[src/lpfp_pkg.sv]
// Length-prefixed frame parser: shared types and constants.
// No dependencies.
package lpfp_pkg;

    localparam int unsigned HEADER_BYTES = 8;
    localparam int unsigned HDR_IDX_W    = $clog2(HEADER_BYTES);

    localparam logic [7:0] START_BYTE_RESET = 8'hFF;

    localparam logic [1:0] PHASE_HUNT    = 2'd0;
    localparam logic [1:0] PHASE_HEADER  = 2'd1;
    localparam logic [1:0] PHASE_PAYLOAD = 2'd2;

    localparam logic KIND_HEADER  = 1'b0;
    localparam logic KIND_PAYLOAD = 1'b1;

    typedef struct packed {
        logic        result_kind;
        logic [7:0]  version;
        logic [15:0] payload_length;
        logic [15:0] vendor_id;
        logic [15:0] command_word;
        logic [7:0]  data_byte;
        logic        last_of_frame;
    } result_t;

endpackage

[src/lpfp_if.sv]
// Valid/ready channel interfaces for the frame parser: received bytes in,
// parse results out. Depends on nothing.
interface lpfp_rx_if;
    logic       valid;
    logic       ready;
    logic [7:0] rx_byte;

    modport source (output valid, output rx_byte, input ready);
    modport sink   (input valid, input rx_byte, output ready);
endinterface

interface lpfp_res_if;
    logic        valid;
    logic        ready;
    logic        result_kind;
    logic [7:0]  version;
    logic [15:0] payload_length;
    logic [15:0] vendor_id;
    logic [15:0] command_word;
    logic [7:0]  data_byte;
    logic        last_of_frame;

    modport source (
        output valid, output result_kind, output version, output payload_length,
        output vendor_id, output command_word, output data_byte, output last_of_frame,
        input ready
    );
    modport sink (
        input valid, input result_kind, input version, input payload_length,
        input vendor_id, input command_word, input data_byte, input last_of_frame,
        output ready
    );
endinterface

[src/lpfp_parser.sv]
// Frame parser state machine: hunt, header gather, payload count.
// One byte per step_en; depends on lpfp_pkg.
module lpfp_parser (
    input  logic                 clk,
    input  logic                 rst_n,
    input  logic [7:0]           start_byte,
    input  logic                 step_en,
    input  logic [7:0]           rx_byte,
    output logic                 res_valid,
    output lpfp_pkg::result_t    res
);

    localparam int unsigned IW = lpfp_pkg::HDR_IDX_W;

    logic [1:0]    phase_reg,   phase_next;
    logic [IW-1:0] hdr_idx_reg, hdr_idx_next;
    logic [7:0]    version_reg, version_next;
    logic [15:0]   length_reg,  length_next;
    logic [15:0]   vendor_reg,  vendor_next;
    logic [15:0]   command_reg, command_next;
    logic [15:0]   remain_reg,  remain_next;

    always_comb
    begin
        phase_next   = phase_reg;
        hdr_idx_next = hdr_idx_reg;
        version_next = version_reg;
        length_next  = length_reg;
        vendor_next  = vendor_reg;
        command_next = command_reg;
        remain_next  = remain_reg;
        res_valid    = 1'b0;
        res          = '0;

        case (phase_reg)
            lpfp_pkg::PHASE_HEADER:
            begin
                case (hdr_idx_reg)
                    IW'(1):  version_next = rx_byte;
                    IW'(2):  length_next  = {rx_byte, length_reg[7:0]};
                    IW'(3):  length_next  = {length_reg[15:8], rx_byte};
                    IW'(4):  vendor_next  = {rx_byte, vendor_reg[7:0]};
                    IW'(5):  vendor_next  = {vendor_reg[15:8], rx_byte};
                    IW'(6):  command_next = {rx_byte, command_reg[7:0]};
                    default: command_next = {command_reg[15:8], rx_byte};
                endcase
                if (hdr_idx_reg >= IW'(1) && hdr_idx_reg < IW'(lpfp_pkg::HEADER_BYTES - 1))
                begin
                    hdr_idx_next = hdr_idx_reg + IW'(1);
                end
                else
                begin
                    hdr_idx_next = '0;
                    res_valid    = 1'b1;
                    res.result_kind = lpfp_pkg::KIND_HEADER;
                    if (length_next == 16'd0)
                    begin
                        phase_next        = lpfp_pkg::PHASE_HUNT;
                        res.last_of_frame = 1'b1;
                    end
                    else
                    begin
                        phase_next  = lpfp_pkg::PHASE_PAYLOAD;
                        remain_next = length_next;
                    end
                end
            end
            lpfp_pkg::PHASE_PAYLOAD:
            begin
                if (remain_reg != 16'd0)
                begin
                    remain_next = remain_reg - 16'd1;
                end
                res_valid         = 1'b1;
                res.result_kind   = lpfp_pkg::KIND_PAYLOAD;
                res.data_byte     = rx_byte;
                res.last_of_frame = (remain_next == 16'd0);
                if (remain_next == 16'd0)
                begin
                    phase_next = lpfp_pkg::PHASE_HUNT;
                end
            end
            default:
            begin
                phase_next = lpfp_pkg::PHASE_HUNT;
                if (rx_byte == start_byte)
                begin
                    phase_next   = lpfp_pkg::PHASE_HEADER;
                    hdr_idx_next = IW'(1);
                    version_next = '0;
                    length_next  = '0;
                    vendor_next  = '0;
                    command_next = '0;
                end
            end
        endcase

        res.version        = version_next;
        res.payload_length = length_next;
        res.vendor_id      = vendor_next;
        res.command_word   = command_next;
    end

    always_ff @(posedge clk or negedge rst_n)
    begin
        if (!rst_n)
        begin
            phase_reg   <= lpfp_pkg::PHASE_HUNT;
            hdr_idx_reg <= '0;
            version_reg <= '0;
            length_reg  <= '0;
            vendor_reg  <= '0;
            command_reg <= '0;
            remain_reg  <= '0;
        end
        else if (step_en)
        begin
            phase_reg   <= phase_next;
            hdr_idx_reg <= hdr_idx_next;
            version_reg <= version_next;
            length_reg  <= length_next;
            vendor_reg  <= vendor_next;
            command_reg <= command_next;
            remain_reg  <= remain_next;
        end
    end

endmodule

[src/length_prefixed_frame_parser.sv]
// Length-prefixed frame parser, top level: input byte register, parser,
// two-entry result queue. Depends on lpfp_pkg, lpfp_if, lpfp_parser.
//
// Takes one received byte per cycle while the output queue can take a result,
// with no bubbles between frames. A byte that is taken is held in the input
// register and parsed from there; its result (if any) is written into a
// two-entry output queue when the parser steps, so a result reaches the
// output through the input register and then the queue. Header results carry
// the full header, payload results carry one byte plus the header fields; the
// final result of a frame has last_of_frame set. Bytes ahead of the start
// byte produce no result. The input stalls only when both queue entries are
// full and the output is not ready. start_byte is written through
// cfg_we/cfg_wdata and resets to 0xFF.
module length_prefixed_frame_parser (
    input  logic             clk,
    input  logic             rst_n,
    input  logic             cfg_we,
    input  logic [7:0]       cfg_wdata,
    lpfp_rx_if.sink          rx,
    lpfp_res_if.source       res
);

    logic [7:0]        start_byte_reg;
    logic              stage_valid_reg;
    logic [7:0]        stage_byte_reg;
    logic [1:0]        count_reg;
    lpfp_pkg::result_t q0_reg;
    lpfp_pkg::result_t q1_reg;

    logic              stage_go;
    logic              step;
    logic              push;
    logic              pop;
    logic              parse_valid;
    lpfp_pkg::result_t parse_res;

    assign pop      = res.valid && res.ready;
    assign stage_go = (count_reg != 2'd2) || res.ready;
    assign step     = stage_valid_reg && stage_go;
    assign push     = step && parse_valid;
    assign rx.ready = !stage_valid_reg || stage_go;

    lpfp_parser u_parser (
        .clk        (clk),
        .rst_n      (rst_n),
        .start_byte (start_byte_reg),
        .step_en    (step),
        .rx_byte    (stage_byte_reg),
        .res_valid  (parse_valid),
        .res        (parse_res)
    );

    always_ff @(posedge clk or negedge rst_n)
    begin
        if (!rst_n)
        begin
            start_byte_reg <= lpfp_pkg::START_BYTE_RESET;
        end
        else if (cfg_we)
        begin
            start_byte_reg <= cfg_wdata;
        end
    end

    always_ff @(posedge clk or negedge rst_n)
    begin
        if (!rst_n)
        begin
            stage_valid_reg <= 1'b0;
        end
        else if (rx.valid && rx.ready)
        begin
            stage_valid_reg <= 1'b1;
        end
        else if (step)
        begin
            stage_valid_reg <= 1'b0;
        end
    end

    always_ff @(posedge clk)
    begin
        if (rx.valid && rx.ready)
        begin
            stage_byte_reg <= rx.rx_byte;
        end
    end

    always_ff @(posedge clk or negedge rst_n)
    begin
        if (!rst_n)
        begin
            count_reg <= 2'd0;
        end
        else
        begin
            count_reg <= count_reg + {1'b0, push} - {1'b0, pop};
        end
    end

    always_ff @(posedge clk)
    begin
        case ({push, pop})
            2'b11:
            begin
                if (count_reg == 2'd1)
                begin
                    q0_reg <= parse_res;
                end
                else
                begin
                    q0_reg <= q1_reg;
                    q1_reg <= parse_res;
                end
            end
            2'b01:
            begin
                q0_reg <= q1_reg;
            end
            2'b10:
            begin
                if (count_reg == 2'd0)
                begin
                    q0_reg <= parse_res;
                end
                else
                begin
                    q1_reg <= parse_res;
                end
            end
            default:
            begin
            end
        endcase
    end

    assign res.valid          = (count_reg != 2'd0);
    assign res.result_kind    = q0_reg.result_kind;
    assign res.version        = q0_reg.version;
    assign res.payload_length = q0_reg.payload_length;
    assign res.vendor_id      = q0_reg.vendor_id;
    assign res.command_word   = q0_reg.command_word;
    assign res.data_byte      = q0_reg.data_byte;
    assign res.last_of_frame  = q0_reg.last_of_frame;

endmodule

[src/flat_wrapper.sv]
// flat-port wrapper written by rule: the top's interface ports become plain ports
module length_prefixed_frame_parser_flat 
  (clk, rst_n, cfg_we, cfg_wdata, rx_valid, rx_rx_byte, rx_ready, res_valid, res_result_kind, res_version, res_payload_length, res_vendor_id, res_command_word, res_data_byte, res_last_of_frame, res_ready);
  lpfp_rx_if rx_i ();
  lpfp_res_if res_i ();
  input  logic clk;
  input  logic rst_n;
  input  logic cfg_we;
  input  logic [7:0] cfg_wdata;
  input wire logic [$bits(rx_i.valid)-1:0] rx_valid;
  input wire logic [$bits(rx_i.rx_byte)-1:0] rx_rx_byte;
  output wire logic [$bits(rx_i.ready)-1:0] rx_ready;
  output wire logic [$bits(res_i.valid)-1:0] res_valid;
  output wire logic [$bits(res_i.result_kind)-1:0] res_result_kind;
  output wire logic [$bits(res_i.version)-1:0] res_version;
  output wire logic [$bits(res_i.payload_length)-1:0] res_payload_length;
  output wire logic [$bits(res_i.vendor_id)-1:0] res_vendor_id;
  output wire logic [$bits(res_i.command_word)-1:0] res_command_word;
  output wire logic [$bits(res_i.data_byte)-1:0] res_data_byte;
  output wire logic [$bits(res_i.last_of_frame)-1:0] res_last_of_frame;
  input wire logic [$bits(res_i.ready)-1:0] res_ready;
  assign rx_i.valid = rx_valid;
  assign rx_i.rx_byte = rx_rx_byte;
  assign rx_ready = rx_i.ready;
  assign res_valid = res_i.valid;
  assign res_result_kind = res_i.result_kind;
  assign res_version = res_i.version;
  assign res_payload_length = res_i.payload_length;
  assign res_vendor_id = res_i.vendor_id;
  assign res_command_word = res_i.command_word;
  assign res_data_byte = res_i.data_byte;
  assign res_last_of_frame = res_i.last_of_frame;
  assign res_i.ready = res_ready;
  length_prefixed_frame_parser u_core (.clk(clk), .rst_n(rst_n), .cfg_we(cfg_we), .cfg_wdata(cfg_wdata), .rx(rx_i), .res(res_i));
endmodule
[config.mk]
export PLATFORM = sky130hd
export DESIGN_NAME = length_prefixed_frame_parser_flat
export DESIGN_NICKNAME = d
export VERILOG_FILES = /design/src/lpfp_pkg.sv /design/src/lpfp_if.sv /design/src/lpfp_parser.sv /design/src/length_prefixed_frame_parser.sv /design/src/flat_wrapper.sv
export SDC_FILE = /design/constraint.sdc
export NUM_CORES = 1
export LEC_CHECK = 0
export ABC_AREA = 1
export BUFFER_PORTS_ARGS = -buffer_cell sky130_fd_sc_hd__buf_2
export CORE_UTILIZATION = 35
export DETAILED_ROUTE_END_ITERATION = 12
export PLACE_DENSITY = 0.5
export RECOVER_POWER = 100
export SETUP_SLACK_MARGIN = 0.15
export SYNTH_ARGS = -nofsm -noshare
export SYNTH_HDL_FRONTEND = slang
export SYNTH_HIERARCHICAL = 1
export SYNTH_SLANG_ARGS = --single-unit
export TNS_END_PERCENT = 50
[constraint.sdc]
create_clock -name clk -period 6.8 [get_ports clk]
set_clock_uncertainty 0.1 [all_clocks]
set_input_delay 0.68 -clock clk [delete_from_list [all_inputs] [get_ports clk]]
set_output_delay 0.68 -clock clk [all_outputs]
set_load 0.01 [all_outputs]
# After elaboration in Yosys (flattened, before gate mapping)
# Cells that the tools add are included.
# word_totals
register_bits	228
input_bits	21
out_inout_bits	68
elab_cells	117
# classes
addsub	4
magnitude_cmp	2
eq_ne	20
muxes	41
bitwise	1
reduce_logical	24
# op_table
op	n
66-bit 2-to-1 mux	4
16-bit case mux with 2 select lines	7
66-bit case mux with 3 select lines	1
66-bit case mux with 2 select lines	1
16-bit 2-to-1 mux	8
16-bit zero test	2
8-bit 2-to-1 mux	3
8-bit case mux with 2 select lines	1
16-bit nonzero test	1
16-bit by 1-bit subtractor with 16-bit output (second input constant)	1
2-bit inequality test (second input constant)	6
2-bit nonzero test	5
3-bit equality test (second input constant)	3
3-bit AND reduction	3
8-bit equality test	1
1-bit 2-to-1 mux	7
2-bit by 1-bit equality test with 1-bit output (second input constant)	3
2-bit equality test (second input constant)	3
3-bit by 2-bit equality test with 1-bit output (second input constant)	2
2-bit 2-to-1 mux	3
3-bit 2-to-1 mux	2
3-bit case mux with 2 select lines	1
1-bit logical AND	5
5-bit OR reduction	1
16 further kinds	18

# Logic depth before layout (Yosys ltp)
# logic_depth
word_depth	9
mapped_depth	18

# Cells and area by module
# The synthesis kept the hierarchy.
# modules_own_cells
mod	n_inst	cells_per_inst	area_per_inst_um2	seq_area_each_um2
length_prefixed_frame_parser	1	834	7413.4	4489.3
lpfp_parser	1	888	5806.8	1926.8

# Worst setup path before layout
# No wires, ideal clock.
# synth_timing
kind	register to register
startpoint	register u_core.u_parser.phase_reg[0]
endpoint	register u_core/q1_reg[0] in the netlist's numbering (enable)
setup_ns	0.571
arrival_ns	6.767
path_slack_ns	-0.638
stages_incl_launch_ff	15
path_cell_list	dfrtp_1 inv_1 ha_1 clkbuf_1 clkbuf_1 buf_1 nor2_1 nand2_1 inv_1 ha_1 inv_2 buf_2 buf_2 nor2_1 nor3_1
# synth_via
elab_chain_len	6
elab_cells_between_ends	10
cone_classes	6 x eq/ne; 1 x mux; 3 x reduce/logical
# synth_lines
item	line_no	text
start: declaration	lpfp_parser.sv:15	logic [1:0] phase_reg, phase_next;
start signal: assignment	lpfp_parser.sv:108	phase_reg <= lpfp_pkg::PHASE_HUNT;
start signal: assignment	lpfp_parser.sv:118	phase_reg <= phase_next;
2-bit equality test or 2-bit by 1-bit equality test with 1-bit output (tied branches)	lpfp_parser.sv:35	case (phase_reg)
1-bit case mux with 2 select lines (*)	lpfp_parser.sv:35	
via u_core.parse_valid	length_prefixed_frame_parser.sv:34	logic parse_valid;
1-bit logical AND (*)	length_prefixed_frame_parser.sv:40	assign push = step && parse_valid;
2-bit equality test	length_prefixed_frame_parser.sv:103	case ({push, pop})
2-bit inequality test (no line) or 2-bit nonzero test (tied branches)	-	
3-bit AND reduction (no line) (*)	-	
end signal: assignment	length_prefixed_frame_parser.sv:113	q1_reg <= parse_res;
end signal: assignment	length_prefixed_frame_parser.sv:128	q1_reg <= parse_res;
end: declaration	length_prefixed_frame_parser.sv:28	lpfp_pkg::result_t q1_reg;
# Mark *: on every way through the listed nets, which the timed path passes. The rest lies on a longest branch.
# A chain may end at the register's enable or synchronous reset.

# Worst setup path after layout
# layout_timing
startpoint	register u_core.u_parser.phase_reg[1]
endpoint	register u_core/q1_reg[17] in the netlist's numbering (enable)
# Same word-level chain as after synthesis.

==> metrics <==
first-iteration detailed-routing DRC count just over 800; MaxCap Viol Count 2; initial antenna violation count 0; most frequent cell after synthesis nand2_1; Post-Syn Area roughly 13000 µm²; Clock Latency Late Sink ~0.57 ns; layout cells sized above 1 5.92%; max FFs per register 66; Wirelength per Cell 15.8 µm; HPWL Detailed between 20 and 25 mm; worst flop-to-flop path startpoint u_core/u_parser/phase_reg[1]; worst vdd ir 0.211 mV; run status finished, violations left; Syn Inst Count 1722; startpoint types register; total core area 36900 µm²; Inst Count DP 2240; H-tree depth 1; dpl ws 2.18 ns; failing checks max-capacitance violations, max-slew violations; GR Overflow Total 0; final core occ 40.0%; die height 196 µm; Worst EP arrival 5.56 ns; final hold slack 0.190 ns; Ports a little under 90; Synthesized Nets about 1.8k; R2R setup slack 1.40 ns; vias per cell 4.93; Rel. slew slack -34.7%; ant diodes 0; total power 4.90 mW; GP Congestion 0.833; root buffer cell clkbuf_16; DRT Pass-1 Iters 5; final worst setup slack 1.40 ns; Crit path top cell by count inv_1; worst hold endpoint u_core/stage_byte_reg[7]; I/O Buffers 88; CTS Sinks 228; CP cell instances inv_1 > ha_1 > clkbuf_1 > inv_1 > o21ai_0 > inv_1 > nor2_1 > nand2_1 > inv_1 > ha_1 > inv_2 > nor2_1 > nor3_4 > buf_4; worst slew pin tran 2.02 ns; Yosys top cell by area edfxtp_1; Crit Path Class reg2reg; ys flop type edfxtp_1; critical path capture point type register; largest net degree at the start of global routing between 60 and 70; Post-Place Cell Area about 14000 µm²; asr flop ratio synth 38.6%; Ys Warns 6; maximum clock path buffer count 3; Resize count post-CTS 0; Period minus WS final 5.40 ns; Post-synth top cells 617 x nand2_1, 235 x inv_1, 168 x o21ai_0; Avg Inst Size Synth 7.68 µm²; DRC violations left 0; worst hold path type in2reg; slowest stage cell, crit path clkbuf_1; setup violators final 0; Seq cells post-synth 228; first-pass GRT wire length 59.1 mm; vias in the first global route 10.9k; power per standard cell area between 300 and 400 nW/µm²; hold_buf cts 1; fin nets 1803; Final Max Tran Viols 83; period utilization 79.4%; Finished Cell Area 14800 µm²; fin cells around 2.3k; Yosys cell types 36; Post-synth EDFFs 140; main area contributors after synthesis edfxtp_1 32%, nand2_1 18%, dfrtp_1 15%, inv_1 6.7%, o21ai_0 6.4%; Critical Path Max Stage Delay 1.44 ns; Num CTS Buffers 29; initial core utilization 35.9%; TritonCTS clock tree done; Layout area overhead 11.6%; Die Wd 196 µm; Worst R2R Path Depth 14; P_leak 6.30 nW; Clock Pin Slew Worst Setup and Hold Paths 0.06 ns; hold path start rx_rx_byte[7]; Hold Path Cell Cnt 1; Final Hold Vio Count 0; Crit Path Max Fanout 67; share of the synthesized area in the top cell type 31.8%; routed vias 11.3k; Fmax 0.185 GHz; final setup TNS 0 ns; antenna-violating nets left 0; Die ar. between 30000 and 40000 µm²; # Post-CTS Setup Buffers 0; RR Endpoint u_core/q1_reg[17]; Total Wirelength 36.2 mm; Total Routing Usage GR between 10% and 20%; RSZ-0062 raised after global routing false; part of the Yosys area used for sequential elements 48.5%; Rows 70; Worst EP required 6.96 ns
[where the power goes]
part | switching, mW | total (mW) | internal, mW
combinational | 1.07 | 1.50 | 0.436
clock | 0.601 | 1.45 | 0.851
sequential | 0.132 | 1.95 | 1.82
total | 1.80 | 4.90 | 3.10
[logic make-up after synthesis]
group | Yosys count | share of synthesized area [%]
buf+inv | 330 | 10.2
xor+xnor | 12 | 0.795
flops | 228 | 48.5
mux | 8 | 0.681
simple gates | 853 | 26.4
compound gates | 277 | 12.1
fa+ha+maj | 14 | 1.33
[cell type report]
| cell class | instances | area [µm²] |
|---|---|---|
| Clock buffer | 46 | 810 |
| Tap cell | 504 | 631 |
| Inverter | 243 | 912 |
| Clock inverter | 8 | 76.3 |
| Timing Repair Buffer | 102 | 454 |
| Multi-Input combinational cell | 1164 | 5460 |
| Fill cell | 3823 | 22100 |
| Sequential cell | 228 | 6420 |
[critical path, delay by kind of cell (launching register included)]
family | cells | cell delay, ns
compound gates | 1 | 0.34
simple gates | 4 | 0.70
buf+inv | 7 | 3.19
fa+ha+maj | 2 | 0.31
flops | 1 | 0.40
[routing by layer]
| metal | wire length (µm) | vias up | global-route usage, % |
|---|---|---|---|
| met1 | 17600 | 5308 | 27.1 |
| met4 | 879 | 0 | 4.89 |
| met3 | 1640 | 63 | 2.69 |
| li1 | - | 5673 | - |
| met5 | 0 | - | 0 |
| met2 | 16100 | 276 | 30.8 |
[cell usage in the layout, fill, tap and decap left out, types with 6 or more instances in the layout]
| master | netlist | final |
|---|---|---|
| o21a_1 | 7 | 7 |
| inv_1 | 235 | 233 |
| o21ai_0 | 168 | 169 |
| buf_4 | 6 | 11 |
| clkbuf_1 | 39 | 86 |
| ha_1 | 14 | 13 |
| nand2_2 | 15 | 16 |
| mux2_2 | 8 | 8 |
| inv_2 | 4 | 6 |
| o22ai_1 | 27 | 27 |
| nand2_1 | 617 | 617 |
| clkbuf_16 | 0 | 29 |
| dfstp_1 | 0 | 7 |
| edfxtp_1 | 140 | 140 |
| nor2_1 | 76 | 76 |
| o21ai_1 | 15 | 14 |
| nand4_1 | 7 | 7 |
| dfrtp_1 | 80 | 80 |
| clkinv_1 | 4 | 7 |
| nand3_1 | 124 | 124 |
| xnor2_1 | 9 | 9 |
| a22oi_1 | 24 | 24 |
| a31oi_1 | 9 | 9 |
| buf_2 | 24 | 19 |
| a221oi_1 | 23 | 23 |
[how the worst max path moves through the flow]
stage,startpoint,end
floorplan,u_core/u_parser/phase_reg[0],u_core/q1_reg[0]
global placement,u_core/u_parser/phase_reg[0],u_core/q1_reg[18]
detailed placement,u_core/u_parser/phase_reg[0],u_core/q1_reg[14]
CTS,u_core/u_parser/phase_reg[0],u_core/q1_reg[14]
global route,u_core/u_parser/phase_reg[1],u_core/q1_reg[18]
finish,u_core/u_parser/phase_reg[1],u_core/q1_reg[17]
Power figures use the tool's default switching activity.
